==> config.mk <==
export PLATFORM = sky130hd
export DESIGN_NAME = string_literal_unescaper_unit
export DESIGN_NICKNAME = d
export VERILOG_FILES = /design/src/sv/sle_pkg.sv /design/src/sv/sle_decoder.sv /design/src/sv/sle_out_buf.sv /design/src/sv/string_literal_unescaper_unit.sv
export SDC_FILE = /design/constraint.sdc
export NUM_CORES = 1
export LEC_CHECK = 0
export CAP_MARGIN = 20
export CORE_UTILIZATION = 25
export CTS_BUF_LIST = sky130_fd_sc_hd__clkbuf_4 sky130_fd_sc_hd__clkbuf_8
export DETAILED_ROUTE_END_ITERATION = 6
export DONT_BUFFER_PORTS = 1
export MAX_ROUTING_LAYER = met4
export PLACE_DENSITY = 0.45
export SYNTH_ARGS = -nofsm -noshare
export SYNTH_HDL_FRONTEND = slang
export SYNTH_HIERARCHICAL = 1
export SYNTH_SLANG_ARGS = --single-unit
==> constraint.sdc <==
create_clock -name clk -period 5.5 [get_ports clk]
set_clock_uncertainty 0.05 [all_clocks]
set_input_delay 1.65 -clock clk [delete_from_list [all_inputs] [get_ports clk]]
set_output_delay 1.65 -clock clk [all_outputs]
set_load 0.1 [all_outputs]
==> src/sv/sle_pkg.sv <==
// Shared types and constants of the string literal unescaper.
package sle_pkg;

	// Slots per literal before the too-long error.
	localparam int MAX_LEN = 1024;
	localparam int SLOT_W  = (MAX_LEN > 2) ? $clog2(MAX_LEN) : 1;

	// Most results one character can cause.
	localparam int MAX_RES = 3;
	localparam int CNT_W   = 2;

	// Character codes.
	localparam logic [7:0] CH_QUOTE  = 8'h22;
	localparam logic [7:0] CH_BSLASH = 8'h5C;
	localparam logic [7:0] CH_X      = 8'h78;
	localparam logic [7:0] CH_ZERO   = 8'h30;
	localparam logic [7:0] CH_ONE    = 8'h31;
	localparam logic [7:0] CH_NINE   = 8'h39;
	localparam logic [7:0] CH_BELL   = 8'h07;

	typedef enum logic [1:0] {
		KIND_DATA    = 2'd0,
		KIND_CLOSED  = 2'd1,
		KIND_UNTERM  = 2'd2,
		KIND_TOOLONG = 2'd3
	} kind_t;

	typedef enum logic [2:0] {
		MODE_NORMAL = 3'b001,
		MODE_ESCAPE = 3'b010,
		MODE_NUMBER = 3'b100
	} mode_t;

	typedef enum logic [1:0] {
		BASE_NONE = 2'd0,
		BASE_OCT  = 2'd1,
		BASE_DEC  = 2'd2,
		BASE_HEX  = 2'd3
	} base_t;

	typedef struct packed {
		kind_t      kind;
		logic [7:0] data;
	} result_t;

	// All results caused by one character, in delivery order.
	typedef struct packed {
		logic [CNT_W-1:0]          cnt;
		result_t [MAX_RES-1:0]     res;
	} res_set_t;

endpackage

==> src/sv/sle_decoder.sv <==
// Input register, scan state and single-pass escape decode of one character.
module sle_decoder (
	input  logic              clk,
	input  logic              arst_n,
	input  logic              in_valid,
	output logic              in_stall,
	input  logic [7:0]        ch,
	input  logic              at_end,
	input  logic              can_load,
	output logic              load,
	output sle_pkg::res_set_t res_set
);
	import sle_pkg::*;

	logic              s1_vld_q;
	logic [7:0]        ch_s1;
	logic              end_s1;

	mode_t             mode_q, mode_d;
	base_t             base_q, base_d;
	logic [7:0]        acc_q, acc_d;
	logic [SLOT_W-1:0] slot_q, slot_v;

	logic [CNT_W-1:0]  n_v;
	res_set_t          set_v;
	logic              f1_vld;
	logic [7:0]        f1_byte;
	logic              char_go;
	logic [4:0]        dig;
	logic [7:0]        acc_dec;

	// {ok, value} of c as a digit of base b.
	function automatic logic [4:0] digit_of(input logic [7:0] c, input base_t b);
		logic       is_dec;
		logic       is_let;
		logic [3:0] d;
		logic       ok;
		is_dec = (c >= 8'h30) && (c <= 8'h39);
		is_let = ((c >= 8'h61) && (c <= 8'h66)) || ((c >= 8'h41) && (c <= 8'h46));
		d      = is_dec ? c[3:0] : (c[3:0] + 4'd9);
		case (b)
			BASE_OCT: ok = is_dec && !d[3];
			BASE_DEC: ok = is_dec;
			BASE_HEX: ok = is_dec || is_let;
			default:  ok = 1'b0;
		endcase
		return {ok, d};
	endfunction

	function automatic logic [7:0] letter_code(input logic [7:0] c);
		logic [7:0] r;
		case (c)
			8'h6E:     r = 8'd10;
			8'h74:     r = 8'd9;
			8'h66:     r = 8'd12;
			8'h72:     r = 8'd13;
			8'h76:     r = 8'd11;
			CH_BSLASH: r = CH_BELL;
			default:   r = c;
		endcase
		return r;
	endfunction

	assign load     = s1_vld_q && can_load;
	assign in_stall = s1_vld_q && !can_load;
	assign dig      = digit_of(ch_s1, base_q);
	assign acc_dec  = {acc_q[4:0], 3'b000} + {acc_q[6:0], 1'b0} + {4'd0, dig[3:0]};

	always_comb begin
		mode_d  = mode_q;
		base_d  = base_q;
		acc_d   = acc_q;
		slot_v  = slot_q;
		n_v     = '0;
		set_v   = '0;
		f1_vld  = 1'b0;
		f1_byte = acc_q;
		char_go = 1'b0;

		unique case (mode_q)
			MODE_ESCAPE: begin
				if (end_s1) begin
					mode_d  = MODE_NORMAL;
					char_go = 1'b1;
				end else if (ch_s1 == CH_X) begin
					mode_d = MODE_NUMBER;
					base_d = BASE_HEX;
					acc_d  = '0;
				end else if (ch_s1 == CH_ZERO) begin
					mode_d = MODE_NUMBER;
					base_d = BASE_OCT;
					acc_d  = '0;
				end else if (ch_s1 >= CH_ONE && ch_s1 <= CH_NINE) begin
					mode_d = MODE_NUMBER;
					base_d = BASE_DEC;
					acc_d  = {4'd0, ch_s1[3:0]};
				end else begin
					mode_d  = MODE_NORMAL;
					f1_vld  = 1'b1;
					f1_byte = letter_code(ch_s1);
				end
			end
			MODE_NUMBER: begin
				if (!end_s1 && dig[4]) begin
					case (base_q)
						BASE_HEX: acc_d = {acc_q[3:0], dig[3:0]};
						BASE_DEC: acc_d = acc_dec;
						default:  acc_d = {acc_q[4:0], dig[2:0]};
					endcase
				end else begin
					// flush the number, then treat this character as plain
					mode_d  = MODE_NORMAL;
					base_d  = BASE_NONE;
					acc_d   = '0;
					f1_vld  = 1'b1;
					f1_byte = acc_q;
					char_go = 1'b1;
				end
			end
			default: begin
				mode_d  = MODE_NORMAL;
				char_go = 1'b1;
			end
		endcase

		if (f1_vld) begin
			set_v.res[n_v].kind = KIND_DATA;
			set_v.res[n_v].data = f1_byte;
			n_v = n_v + 2'd1;
			if (slot_v == SLOT_W'(MAX_LEN - 1)) begin
				set_v.res[n_v].kind = KIND_TOOLONG;
				set_v.res[n_v].data = '0;
				n_v     = n_v + 2'd1;
				mode_d  = MODE_NORMAL;
				base_d  = BASE_NONE;
				acc_d   = '0;
				slot_v  = '0;
				char_go = 1'b0;
			end else begin
				slot_v = slot_v + SLOT_W'(1);
			end
		end

		if (char_go) begin
			if (end_s1 || ch_s1 == CH_QUOTE) begin
				set_v.res[n_v].kind = end_s1 ? KIND_UNTERM : KIND_CLOSED;
				set_v.res[n_v].data = '0;
				n_v    = n_v + 2'd1;
				mode_d = MODE_NORMAL;
				base_d = BASE_NONE;
				acc_d  = '0;
				slot_v = '0;
			end else if (ch_s1 == CH_BSLASH) begin
				mode_d = MODE_ESCAPE;
			end else begin
				set_v.res[n_v].kind = KIND_DATA;
				set_v.res[n_v].data = ch_s1;
				n_v = n_v + 2'd1;
				if (slot_v == SLOT_W'(MAX_LEN - 1)) begin
					set_v.res[n_v].kind = KIND_TOOLONG;
					set_v.res[n_v].data = '0;
					n_v    = n_v + 2'd1;
					mode_d = MODE_NORMAL;
					base_d = BASE_NONE;
					acc_d  = '0;
					slot_v = '0;
				end else begin
					slot_v = slot_v + SLOT_W'(1);
				end
			end
		end

		set_v.cnt = n_v;
	end

	assign res_set = set_v;

	always_ff @(posedge clk or negedge arst_n) begin
		if (!arst_n) begin
			s1_vld_q <= 1'b0;
			mode_q   <= MODE_NORMAL;
			base_q   <= BASE_NONE;
			acc_q    <= '0;
			slot_q   <= '0;
		end else begin
			if (in_valid && !in_stall) begin
				s1_vld_q <= 1'b1;
			end else if (load) begin
				s1_vld_q <= 1'b0;
			end
			if (load) begin
				mode_q <= mode_d;
				base_q <= base_d;
				acc_q  <= acc_d;
				slot_q <= slot_v;
			end
		end
	end

	// hold the character until its results are taken over
	always_ff @(posedge clk) begin
		if (in_valid && !in_stall) begin
			ch_s1  <= ch;
			end_s1 <= at_end;
		end
	end

endmodule

==> src/sv/sle_out_buf.sv <==
// Result register: holds the results of one character and hands them out a beat at a time.
module sle_out_buf (
	input  logic              clk,
	input  logic              arst_n,
	input  logic              load,
	input  sle_pkg::res_set_t res_set,
	output logic              can_load,
	output logic              out_valid,
	input  logic              out_stall,
	output logic [1:0]        kind,
	output logic [7:0]        data_byte,
	output logic              last
);
	import sle_pkg::*;

	logic [CNT_W-1:0]      cnt_q;
	result_t [MAX_RES-1:0] res_q;
	logic                  pop;

	assign out_valid = (cnt_q != '0);
	assign pop       = out_valid && !out_stall;
	assign can_load  = (cnt_q == '0) || ((cnt_q == CNT_W'(1)) && !out_stall);
	assign kind      = res_q[0].kind;
	assign data_byte = res_q[0].data;
	assign last      = (cnt_q == CNT_W'(1));

	always_ff @(posedge clk or negedge arst_n) begin
		if (!arst_n) begin
			cnt_q <= '0;
		end else if (load) begin
			cnt_q <= res_set.cnt;
		end else if (pop) begin
			cnt_q <= cnt_q - CNT_W'(1);
		end
	end

	// advance the queue on each delivered beat
	always_ff @(posedge clk) begin
		if (load) begin
			res_q <= res_set.res;
		end else if (pop) begin
			res_q[0] <= res_q[1];
			res_q[1] <= res_q[2];
		end
	end

endmodule

==> src/sv/string_literal_unescaper_unit.sv <==
// Top level of the string literal unescaper: decoder plus result register.
//
// Feeds on the characters of a string literal that follow the opening quote, one
// character per input beat, and delivers decoded bytes on the output channel,
// then a "closed" beat at the closing quote. Escapes: backslash-x starts hex
// digits, backslash-0 octal digits, backslash-1..9 decimal digits including that
// first digit; a number ends at the first character that is not a digit of its
// base, which is then decoded as an ordinary character, and its value wraps to
// eight bits. Backslash n t f r v give the usual control codes, a doubled
// backslash gives code 7, any other escaped character stands for itself. An
// input beat with at_end set yields an unterminated error (after a pending number
// byte); MAX_LEN data bytes in one literal yield a too-long error right after the
// last byte. After "closed" or any error the next character starts a new
// literal. kind is 0 data, 1 closed, 2 unterminated, 3 too long; data_byte is
// zero for the non-data kinds, and last marks the final result beat of an input
// character. Rate: one input beat per cycle as long as each character yields at
// most one result and out_stall is low; a character that yields two or three
// results holds the input while the single output register drains one beat per
// cycle while out_stall is low. The first result of an input beat passes the
// input register, then the result register.
module string_literal_unescaper_unit (
	input  logic       clk,
	input  logic       arst_n,
	input  logic       in_valid,
	output logic       in_stall,
	input  logic [7:0] ch,
	input  logic       at_end,
	output logic       out_valid,
	input  logic       out_stall,
	output logic [1:0] kind,
	output logic [7:0] data_byte,
	output logic       last
);
	import sle_pkg::*;

	logic     can_load;
	logic     load;
	res_set_t res_set;

	// Decode one held character against the scan state.
	sle_decoder u_dec (
		.clk      (clk),
		.arst_n   (arst_n),
		.in_valid (in_valid),
		.in_stall (in_stall),
		.ch       (ch),
		.at_end   (at_end),
		.can_load (can_load),
		.load     (load),
		.res_set  (res_set)
	);

	// Hold the result set and drain it one beat per cycle while out_stall is low.
	sle_out_buf u_buf (
		.clk       (clk),
		.arst_n    (arst_n),
		.load      (load),
		.res_set   (res_set),
		.can_load  (can_load),
		.out_valid (out_valid),
		.out_stall (out_stall),
		.kind      (kind),
		.data_byte (data_byte),
		.last      (last)
	);

	// Non-data results carry a zero byte.
	a_zero_byte: assert property (@(posedge clk) disable iff (!arst_n)
		(out_valid && kind != KIND_DATA) |-> (data_byte == 8'd0))
		else $error("non-data result carries a byte");

	// Closed and error results always end the set of their character.
	a_term_last: assert property (@(posedge clk) disable iff (!arst_n)
		(out_valid && kind != KIND_DATA) |-> last)
		else $error("terminating result not marked last");

	// A refused load means a result is still waiting.
	a_refuse_busy: assert property (@(posedge clk) disable iff (!arst_n)
		!can_load |-> (out_valid && (out_stall || !last)))
		else $error("result register refused a load while free");

	// A result that is not last is followed by another one.
	a_more_follows: assert property (@(posedge clk) disable iff (!arst_n)
		(out_valid && !out_stall && !last) |=> out_valid)
		else $error("result set cut short");

endmodule

==> results.md, run 1 <==
* Gate Count Post-Synth at 507
* Hold Fails Final Rpt at 0
* Clk Latency, worst-skew pair at 0.36 ns
* Share of cells above drive strength 1 at 0.151
* Total CTS buffers at 9
* Combinational Power Share at 0.317
* Synthesis-stage register bit count at 65
* Hold buffers post-CTS at 0
* Hpwl dp at 9670 um
* Post-synthesis compound-gate area fraction at 0.214
* Post-synthesis simple-gate area fraction at 0.187
* CP Buf/Inv Count at 1
* Largest family of logic cells by synthesized area: compound AO/OA/AOI/OAI gates
* Leak Pwr at 1.94 nW
* RSZ-0062 raised after global routing: no
* Core box area at 18800 sq um
* Layout Utilization at 0.275
* Reg2reg setup slack at 0.97 ns
* Die Ht at 141 um
* Worst Setup Start Kind: register
* Synthesized area per cell at 9.52 sq um
* Tcrit/Tclk final at 0.823
* Largest stage delay, worst path at 0.75 ns
* Ys flop type: edfxtp_1
* Mapped Area at 4830 sq um
* Starting Density at 0.256
* Reg2reg end: u_buf/res_q[18]$_DFFE_PP_
* Fraction of synthesized area in multiplexers at 0.0656
* Setup TNS Final at 0 ns
* Max Root-Sink Buffers at 2
* Least-Margin Pin Slew at 1.01 ns
* Sw Pwr at 0.00103 W
* RR Startpoint: u_dec/ch_s1[1]$_DFFE_PP_
* WS Path Type: register to register
* Final min period at 4.53 ns
* Synth cell types at 84
* CTS tree: done
* Peak VDD IR at 208 uV
* Slowest CP cell: a2111oi_1
* Number of I/O pins at 26
* Grt total ovfl at 0
* Area grow syn2layout at 7.28%
* DRC at 0
* Xor/xnor cell area share of the yosys netlist at 0.0272
* RePlAce Congestion at 0.888
* First-pass GRT wire length at 21300 um
* Clock share of power at 0.185
* Gr usage total at 0.146
* Detail-routed via count per cell at 5.05
* Worst R2R Path Depth at 15
* Total of max-cap violations at 0
* Via Count at 3830
* Power Internal at 0.00117 W
* Adder-Cell Fraction of Synth Area at 0.0601
* TritonRoute pass-1 iters at 4
* Port Buf Inserts at 0
* Yosys warning count at 6
* Hold Path Depth at 1
* Full die area at 19900 sq um
* Flop pwr share at 0.498
* Crit Path Max Fanout at 15
* Largest net degree at the start of global routing at 46
* Worst Path Arrival at 4.59 ns
* Switch share at 0.467
* Outcome: finished, final reports clean
* Worst min path class: register to register
* Average wire per cell in the routed design at 17.5 um
* Max-slew headroom at the worst pin at 0.326
* Antenna diode count at 0
* Sequential fraction of the synthesis area at 0.378
* Initial antenna violation count at 0
* # setup viols final at 0
* Crit path max-delay family: compound AO/OA/AOI/OAI gates
* Clock Root Buffer: clkbuf_8
* Post-synth EDFFs at 39
* Worst-path cell chain: inv_1, ha_1, o21bai_1, a2111oi_1, a21boi_2, a21oi_4, nor2_1, mux2_2, ha_1, o2111ai_4, a21oi_2, and2_2, a21oi_1, a21oi_1, mux2_2
* Post-CTS sizing at 0
* Drt total wl at 13300 um
* HP Start: u_buf/res_q[21]$_DFFE_PP_
* Worst endpoint required time at 5.56 ns
* Std cell rows at 50
* Antenna violation net count after detailed routing at 0
* Sink Count at 65
* Vias in the first global route at 3787
* Number of post-CTS setup repair buffers at 0
* Clock slew at reported path FFs at 0.07 ns
* Final Max Slew Viols at 0
* Pwr dens at 425 nW/um^2
* Peak Freq at 221 MHz
* Starting DRC count in detailed routing at 304
* Hold Path End: u_buf/res_q[11]$_DFFE_PP_
* Post-synth ARST share at 0.400
* Nets at 528
* Die W at 141 um
* H-tree Lvls at 3
* Crit. End Element: register
-- power by group through the flow --
stage / sequential (W) / combinational (W) / clock (W)
2_1_floorplan: 0.000773 / 0.000923 / 0
3_3_place_gp: 0.00110 / 0.000696 / 0
3_5_place_dp: 0.00111 / 0.000708 / 0
4_1_cts: 0.00110 / 0.000709 / 0.000427
5_1_grt: 0.00112 / 0.000767 / 0.000449
6_report: 0.00110 / 0.000698 / 0.000406
-- cells in the final DEF, fill, tap and decap left out, types with 9 or more instances in the layout --
cell / netlist / layout
buf_4: 19 / 9
ha_1: 20 / 20
nor2_1: 26 / 26
a31oi_1: 10 / 10
clkbuf_8: 0 / 9
nand3_1: 15 / 15
inv_1: 16 / 16
edfxtp_1: 39 / 39
dfrtp_1: 25 / 25
xnor2_1: 9 / 9
o21ai_0: 27 / 27
a21oi_1: 23 / 23
nand2_1: 65 / 65
o22ai_1: 11 / 11
mux2_2: 19 / 19
-- synth_stat cells, types with 3 or more instances --
cell type | count | area, sq um
a22oi_1 | 8 | 60.1
nand4_1 | 5 | 31.3
and4_1 | 4 | 35.0
clkbuf_1 | 12 | 45.0
a22o_1 | 8 | 70.1
and2_1 | 7 | 43.8
o21ai_0 | 27 | 135
mux2i_1 | 8 | 80.1
xor2_1 | 6 | 52.6
o31ai_1 | 5 | 37.5
nor2_1 | 26 | 97.6
buf_6 | 4 | 45.0
buf_4 | 19 | 143
a211oi_2 | 3 | 37.5
buf_2 | 4 | 20.0
nor4_1 | 5 | 31.3
nor3_1 | 7 | 35.0
xnor2_1 | 9 | 78.8
inv_1 | 16 | 60.1
o211ai_1 | 5 | 37.5
a31oi_1 | 10 | 62.6
or2_2 | 4 | 25.0
nand2b_1 | 6 | 37.5
dfrtp_1 | 25 | 626
and3_1 | 7 | 43.8
o21ai_1 | 5 | 25.0
ha_1 | 20 | 250
o22ai_1 | 11 | 68.8
edfxtp_1 | 39 | 1170
nor3b_1 | 4 | 30.0
mux2_2 | 19 | 214
a21oi_1 | 23 | 115
nand2_1 | 65 | 244
nand3_1 | 15 | 75.1
-- worst reg2reg max path: cells and delay by family (launching register included) --
family / cells / cell delay [ns]
multiplexers: 2 / 0.61
AND/OR/NAND/NOR: 2 / 0.48
AO/OA/AOI/OAI: 8 / 1.96
buffers and inverters: 1 / 0.21
adder cells (fa/ha/maj): 2 / 0.45
flip-flops: 1 / 0.53
-- worst max path at each step --
stage,startpoint,end,cells after the start
6_report,u_dec/ch_s1[1]$_DFFE_PP_,u_buf/res_q[18]$_DFFE_PP_,15
3_3_place_gp,out_stall,in_stall,3
5_1_grt,u_dec/ch_s1[1]$_DFFE_PP_,u_buf/res_q[18]$_DFFE_PP_,15
3_5_place_dp,u_dec/ch_s1[1]$_DFFE_PP_,u_buf/res_q[18]$_DFFE_PP_,15
2_1_floorplan,out_stall,in_stall,3
4_1_cts,u_dec/ch_s1[1]$_DFFE_PP_,u_buf/res_q[18]$_DFFE_PP_,15
-- state kept, by name, summed over array words and instances, names as in the netlist --
name and flops:
u_buf/cnt_q 2, u_buf/data_byte 8, u_buf/kind 2, u_buf/res_q 20, u_dec/acc_q 8, u_dec/base_q 2, u_dec/ch_s1 8, u_dec/end_s1 1
u_dec/mode_q 3, u_dec/s1_vld_q 1, u_dec/slot_q 10
-- through the flow --
step           power, W  worst slack, ns  cells  instance area (sq um)  hold WS [ns]
2_1_floorplan   0.00170             1.26    514                   4850         0.439
3_3_place_gp    0.00180             1.14    742                   4980         0.460
3_5_place_dp    0.00182            0.993    742                   4980         0.470
4_1_cts         0.00224            0.972    758                   5180         0.488
5_1_grt         0.00233            0.691    758                   5180         0.503
6_report        0.00220            0.972    758                   5180         0.488
-- layer usage --
| layer | track usage | vias to the layer above | wire length (um) |
|---|---|---|---|
| met5 | - | - | 0 |
| li1 | - | 1857 | - |
| met4 | 0.0429 | 0 | 199 |
| met2 | 0.217 | 70 | 6150 |
| met1 | 0.193 | 1893 | 6360 |
| met3 | 0.0380 | 10 | 589 |
-- logic make-up after synthesis --
| group | Yosys count |
|---|---|
| flip-flops | 65 |
| multiplexers | 29 |
| AO/OA/AOI/OAI | 143 |
| buffers and inverters | 58 |
| adder cells (fa/ha/maj) | 22 |
| AND/OR/NAND/NOR | 174 |
| other | 1 |
| XOR/XNOR | 15 |
-- area by class of cell --
cell class	count	area [sq um]
Clock inverter	7	71.3
Multi-Input combinational cell	391	2700
Timing Repair Buffer	9	67.6
Tap cell	260	325
Clock buffer	9	124
Inverter	17	63.8
Fill cell	2016	13700
Sequential cell	65	1820
(Power assumes the default switching activity.)
==> run 2, diff against run 1 <==
Settings changed: ABC_AREA from default to 1.
Clock period 5.5 ns to 4.7 ns, I/O delays scaled along.
==> results.md, run 2 <==
* Outcome: finished, final reports clean
* Final min period at 3.73 ns (-0.802 ns)
* Number of I/O pins at 26 (unchanged)
* Crit. End Element: register
* Dpl ws at 1.00 ns (+0.0103 ns)
* Commonest non-fill, non-tap cell in the layout: nand2_1
* Tot Pwr at 0.00291 W (+32%)
* Least-Margin Pin Slew at 0.909 ns (-0.0985 ns)
* Total of max-cap violations at 0 (unchanged)
* Commonest cells after routing, fill and taps aside: nand2_1 (170), inv_1 (69), nand3_1 (48), nor2_1 (42), edfxtp_1 (39)
* Peak VDD IR at 303 uV (+46%)
* Post-CTS sizing at 0 (unchanged)
* Starting DRC count in detailed routing at 311 (+2.3%)
* Clock Root Buffer: clkbuf_8
* Sink Count at 65 (unchanged)
* Final Cell Area at 5450 sq um (+5.2%)
* Port Buf Inserts at 0 (unchanged)
* Full die area at 20900 sq um (+5.3%)
* Detail-routed via count per cell at 4.63 (-8.3%)
* # setup viols final at 0 (unchanged)
* Average wire per cell in the routed design at 14.8 um (-16%)
* Leak Pwr at 2.42 nW (+25%)
* Die W at 145 um (+2.6%)
* Crit Path Max Fanout at 19 (+4)
* Sequential fraction of the synthesis area at 0.358 (-0.0192)
* Max FFs per register at 20 (unchanged)
* Largest cells by area after synthesis: edfxtp_1 (23%), nand2_1 (13%), dfrtp_1 (12%)
* Synthesized area per cell at 7.75 sq um (-19%)
* Share of cells above drive strength 1 at 0.139 (-0.0115)
* Clock slew at reported path FFs at 0.07 ns (about the same)
* Setup TNS Final at 0 ns (unchanged)
* Area grow syn2layout at 7.08%
* Core box area at 19700 sq um (+4.7%)
* Gr usage total at 0.144 (-0.00125)
* Hold Fails Final Rpt at 0 (unchanged)
* Peak Freq at 268 MHz (+22%)
* Setup ws final at 0.974 ns (+0.00228 ns)
* Antenna violation net count after detailed routing at 0 (unchanged)
* Hpwl dp at 10200 um (+5.4%)
* Number of post-CTS setup repair buffers at 0 (unchanged)
* Grt total ovfl at 0 (unchanged)
* H-tree Lvls at 3 (unchanged)
* Layer with the highest usage: met2
* Std cell rows at 51 (+2.0%)
* Clk Latency, worst-skew pair at 0.36 ns (about the same)
* Met1 Use GR at 0.197 (+0.00417)
* TritonRoute pass-1 iters at 6 (+2)
* Synthesis-stage register bit count at 65 (unchanged)
* Slowest CP cell: edfxtp_1
* Worst Setup Start Kind: register
* Max-slew headroom at the worst pin at 0.395 (+0.0694)
* RSZ-0062 raised after global routing: no
* Worst Path Arrival at 3.97 ns (-0.62 ns)
* Most common cell on crit path: nand2_1
* Hold buffers post-CTS at 0 (unchanged)
* Gate Count Post-Synth at 656 (+29%)
* Met2 usage at 0.215 (-0.00173)
* Reg with most FFs: u_buf/res_q
* Max Root-Sink Buffers at 2 (unchanged)
* Share of the synthesized area in the top cell type at 0.230 (-0.0124)
* Ys flop type: edfxtp_1
* Nets at 685 (+30%)
* Starting Density at 0.258 (+0.00160)
* M3 GR Usage at 0.0288 (-0.00924)
* WS Path Type: register to register
* Dominant cell type by area after synthesis: edfxtp_1
* Total CTS buffers at 9 (unchanged)
* Mapped Area at 5090 sq um (+5.4%)
* DRC at 0 (unchanged)
* Tcrit/Tclk final at 0.793 (-0.0306)
* Worst-path cell chain: inv_1, ha_1, nor2_1, nand2_1, nand2_1, nor2_2, nand2_2, nand3_4, nand2_8, nand2_1, nand2_2, ha_1, inv_1, nor2_2, nand3_2, nor2_1, ha_1, nand3_1, o21ai_0, o22ai_1, nand2_1, o21ai_0, nand2_1, nand2_1
* RePlAce Congestion at 0.859 (-3.3%)
* Final Max Slew Viols at 0 (unchanged)
* Vias in the first global route at 4155 (+9.7%)
* Most frequent cells after synthesis: nand2_1 (170), inv_1 (70), nand3_1 (48)
* Largest net degree at the start of global routing at 54 (+17%)
* Largest stage delay, worst path at 0.52 ns (-0.23 ns)
* Worst min path class: register to register
* Placed Area at 5240 sq um (+5.1%)
* Synth cell types at 56 (-33%)
* Drt total wl at 13600 um (+2.3%)
* Largest registers: u_buf/res_q x20, u_dec/slot_q x10
* Worst endpoint required time at 4.94 ns (-0.62 ns)
* Final hold slack at 0.444 ns (-0.0445 ns)
* Yosys warning count at 6 (unchanged)
* Via Count at 4259 (+11%)
* Post-synth ARST share at 0.400 (unchanged)
* Pwr dens at 534 nW/um^2 (+26%)
* CTS tree: done
* First-pass GRT wire length at 22300 um (+4.4%)
* Initial antenna violation count at 0 (unchanged)
* Post-synth EDFFs at 39 (unchanged)
* Die Ht at 145 um (+2.6%)
* Antenna diode count at 0 (unchanged)
* Most frequent cell after synthesis: nand2_1
==> run 2: cell types whose count changed after synthesis, sizes merged, moves of 10 or more <==
cell | before | now
a31oi | 12 | 2
mux2 | 21 | 0
nand2 | 65 | 198
o21ai | 32 | 55
nand3 | 15 | 53
inv | 16 | 82
nor2 | 26 | 56
a22o | 10 | 0
==> run 2: worst paths after layout <==
check,startpoint,endpoint,slack (ns),depth (start not counted)
max reg2reg,u_dec/ch_s1[0]$_DFFE_PP_,u_buf/cnt_q[0]$_DFFE_PN0P_,0.97,24
min,u_dec/mode_q[0]$_DFFE_PN1P_,u_dec/mode_q[0]$_DFFE_PN1P_,0.44,2
max,u_dec/ch_s1[0]$_DFFE_PP_,u_buf/cnt_q[0]$_DFFE_PN0P_,0.97,24
max in group asynchronous,arst_n,u_dec/mode_q[0]$_DFFE_PN1P_,3.73,0
min reg2reg,u_dec/mode_q[0]$_DFFE_PN1P_,u_dec/mode_q[0]$_DFFE_PN1P_,0.44,2
min in group asynchronous,arst_n,u_dec/acc_q[3]$_DFFE_PN0P_,0.69,0
==> run 2: where the power goes <==
group | switching [W] | total (W) | internal [W]
sequential | 0.000455 | 0.00133 | 0.000873
clock | 0.000230 | 0.000522 | 0.000293
combinational | 0.000770 | 0.00106 | 0.000288
==> run 2: final cells by class <==
| cell class | instances | area, sq um |
|---|---|---|
| multi-input cells | 483 | 2700 |
| inverters | 83 | 323 |
| clock buffers | 9 | 124 |
| fillers | 2179 | 14300 |
| flip-flops and latches | 65 | 1820 |
| well taps | 265 | 332 |
| repair buffers | 8 | 60.1 |
| clock inverters | 6 | 83.8 |
==> run 2: stage by stage <==
step                      std cells  utilization
after floorplan                 663            -
after global placement          904        0.266
after detailed placement        904        0.266
after CTS                       919        0.276
after global routing            919        0.276
final                           919        0.276
==> run 2: cells by family after synthesis <==
family / count (synthesis) / synth area share
and+or+nand+nor: 335 / 0.322
buffers and inverters: 115 / 0.116
AOI/OAI and AO/OA: 106 / 0.126
DFF: 65 / 0.358
adders and majority gates: 22 / 0.0571
xor gates and xnor gates: 12 / 0.0207
other: 1 / 0.000737
==> run 2: worst max-delay path, delay by kind of cell, from the launching register on <==
kind                       cells  cell delay, ns
and+or+nand+nor               16            1.86
adders and majority gates      3            0.64
DFF                            1            0.52
AOI/OAI and AO/OA              3            0.32
buffers and inverters          2            0.25
==> run 2: routing by layer <==
metal	vias up	part of all wire
li1	2151	-
met1	2010	0.51
met2	86	0.44
met3	12	0.034
met4	0	0.013
met5	-	0
==> run 3, diff against run 2 <==
Clock period 4.7 ns to 3.5 ns, I/O delays scaled along.
==> results.md, run 3 (synthesized netlist as in run 2, its figures left out) <==
* Commonest cells after routing, fill and taps aside: nand2_1 (169), inv_1 (66), nand3_1 (47), nor2_1 (41), edfxtp_1 (39)
* Die Ht at 145 um (unchanged)
* Area grow syn2layout at 11.2%
* Vias in the first global route at 4175 (+0.48%)
* Share of cells above drive strength 1 at 0.193 (+0.0538)
* Reg with most FFs: u_buf/res_q
* Max FFs per register at 20 (unchanged)
* Clock Root Buffer: clkbuf_8
* Largest net degree at the start of global routing at 54 (unchanged)
* First-pass GRT wire length at 22300 um (about the same)
* Worst Setup Start Kind: register
* Total CTS buffers at 9 (unchanged)
* Peak Freq at 307 MHz (+14%)
* H-tree Lvls at 3 (unchanged)
* Number of I/O pins at 26 (unchanged)
* Worst Setup SP: u_dec/ch_s1[0]$_DFFE_PP_
* Drt total wl at 13800 um (+1.3%)
* RePlAce Congestion at 0.876 (+2.0%)
* Largest registers: u_buf/res_q x20, u_dec/slot_q x10
* Gr usage total at 0.144 (-0.000658)
* TritonRoute pass-1 iters at 6 (unchanged)
* Worst setup endpoint: u_dec/acc_q[7]$_DFFE_PN0P_
* RR Startpoint: u_dec/ch_s1[0]$_DFFE_PP_
* DRC at 0 (unchanged)
* Final Max Slew Viols at 0 (unchanged)
* Pwr dens at 686 nW/um^2 (+28%)
* Least-Margin Pin Slew at 0.907 ns (-0.00229 ns)
* Max Root-Sink Buffers at 2 (unchanged)
* Worst Path Arrival at 3.50 ns (-0.47 ns)
* Hold Fails Final Rpt at 0 (unchanged)
* Crit Path Max Fanout at 4 (-15)
* Dpl ws at 0.158 ns (-0.846 ns)
* Largest stage delay, worst path at 0.63 ns (+0.11 ns)
* Reg2reg end: u_dec/acc_q[7]$_DFFE_PN0P_
* Core box area at 19700 sq um (unchanged)
* Hold buffers post-CTS at 0 (unchanged)
* Worst endpoint required time at 3.74 ns (-1.20 ns)
* Total of max-cap violations at 0 (unchanged)
* Grt total ovfl at 0 (unchanged)
* Outcome: finished, final reports clean
* Via Count at 4333 (+1.7%)
* Clk Latency, worst-skew pair at 0.37 ns (about the same)
* Setup TNS Final at 0 ns (unchanged)
* Clock slew at reported path FFs at 0.09 ns (+0.02 ns)
* Port Buf Inserts at 0 (unchanged)
* Crit. End Element: register
* Final min period at 3.25 ns (-0.471 ns)
* Starting Density at 0.258 (unchanged)
* WS Path Type: register to register
* Setup ws final at 0.245 ns (-0.729 ns)
* Worst min path class: input port to async pin
* Hpwl dp at 10300 um (+1.4%)
* Worst R2R Path Depth at 21 (-13%)
* Full die area at 20900 sq um (unchanged)
* Commonest non-fill, non-tap cell in the layout: nand2_1
* Die W at 145 um (unchanged)
* Initial antenna violation count at 1 (+1)
* Nets at 709 (+3.5%)
* Tcrit/Tclk final at 0.930 (+0.137)
* Average wire per cell in the routed design at 14.6 um (-1.5%)
* Peak VDD IR at 356 uV (+18%)
* Sink Count at 65 (unchanged)
* Max-slew headroom at the worst pin at 0.397 (+0.00152)
* # setup viols final at 0 (unchanged)
* Most common cell on crit path: nand2_1
* CTS tree: done
* Slowest CP cell: fa_2
* Final hold slack at 0.319 ns (-0.125 ns)
* Detail-routed via count per cell at 4.59 (-1.1%)
* Std cell rows at 51 (unchanged)
* Starting DRC count in detailed routing at 303 (-2.6%)
* Worst-path cell chain: inv_2, ha_4, nor2_1, nand2_1, nand3_4, nand2_2, xor2_1, inv_1, fa_2, ha_4, nand3_2, nand2_1, nand2_1, nand2_1, a21oi_2, a21oi_1, o21ai_1, nand3_1, o21ai_1, nand3_1, o21ai_1
* Reg2reg setup slack at 0.25 ns (-0.73 ns)
* Antenna violation net count after detailed routing at 0 (unchanged)
* RSZ-0062 raised after global routing: yes
* Leak Pwr at 2.51 nW (+3.7%)
## run 3: per-stage QoR
| stage | cells | util | area (sq um) | total power (W) |
|---|---|---|---|---|
| after floorplan | 663 | - | 5110 | 0.00301 |
| after detailed placement | 918 | 0.271 | 5350 | 0.00326 |
| after global placement | 918 | 0.271 | 5350 | 0.00327 |
| after global routing | 945 | 0.287 | 5660 | 0.00418 |
| after CTS | 934 | 0.280 | 5530 | 0.00389 |
| final | 945 | 0.287 | 5660 | 0.00388 |
## run 3: worst min-delay path by stage
stage                                        endpoint  slack, ns  cells past startpoint                        start
after floorplan            u_dec/s1_vld_q$_DFFE_PN0P_       0.41                      2   u_dec/s1_vld_q$_DFFE_PN0P_
after global placement    u_dec/mode_q[0]$_DFFE_PN1P_       0.43                      2  u_dec/mode_q[0]$_DFFE_PN1P_
after detailed placement  u_dec/mode_q[0]$_DFFE_PN1P_       0.44                      2  u_dec/mode_q[0]$_DFFE_PN1P_
after CTS                  u_dec/acc_q[0]$_DFFE_PN0P_       0.30                      0                       arst_n
after global routing       u_dec/acc_q[6]$_DFFE_PN0P_       0.29                      0                       arst_n
final                      u_dec/acc_q[0]$_DFFE_PN0P_       0.32                      0                       arst_n
## run 3: report_power, final
part / internal (W) / total [W] / switching [W] / leakage [nW]
Clock: 0.000263 / 0.000613 / 0.000351 / 0.0862
Combinational: 0.000438 / 0.00151 / 0.00107 / 1.70
Sequential: 0.00117 / 0.00175 / 0.000582 / 0.726
Total: 0.00187 / 0.00388 / 0.00201 / 2.51
## run 3: cell type report
class                      instances  area, sq um
inverter                          83          323
tap                              265          332
multi-input combinational        483         2760
clock inverter                     7         55.1
clock buffer                       9          124
antenna                            1         2.50
fill                            2170        14100
sequential                        65         1820
timing repair buffer              32          240
## run 3: worst max-delay path: cells and delay by family, from the launching register on
kind                     cells  cell delay (ns)
AO/OA/AOI/OAI                5             0.53
XOR/XNOR                     1             0.14
adder cells (fa/ha/maj)      3             0.99
buffers and inverters        2             0.23
flip-flops                   1             0.46
AND/OR/NAND/NOR             10             0.77
## run 3: per-layer routing
| layer | vias to the layer above | track usage | routed length [um] |
|---|---|---|---|
| met5 | - | - | 0 |
| met4 | 0 | 0.0332 | 195 |
| met3 | 13 | 0.0358 | 624 |
| met2 | 97 | 0.218 | 6110 |
| met1 | 2027 | 0.191 | 6840 |
| li1 | 2196 | - | - |
## run 3: repair_timing
action,4_1_cts,5_1_grt
setup buffers,0,10
setup endpoints to repair,0,6
gates resized for setup,0,19
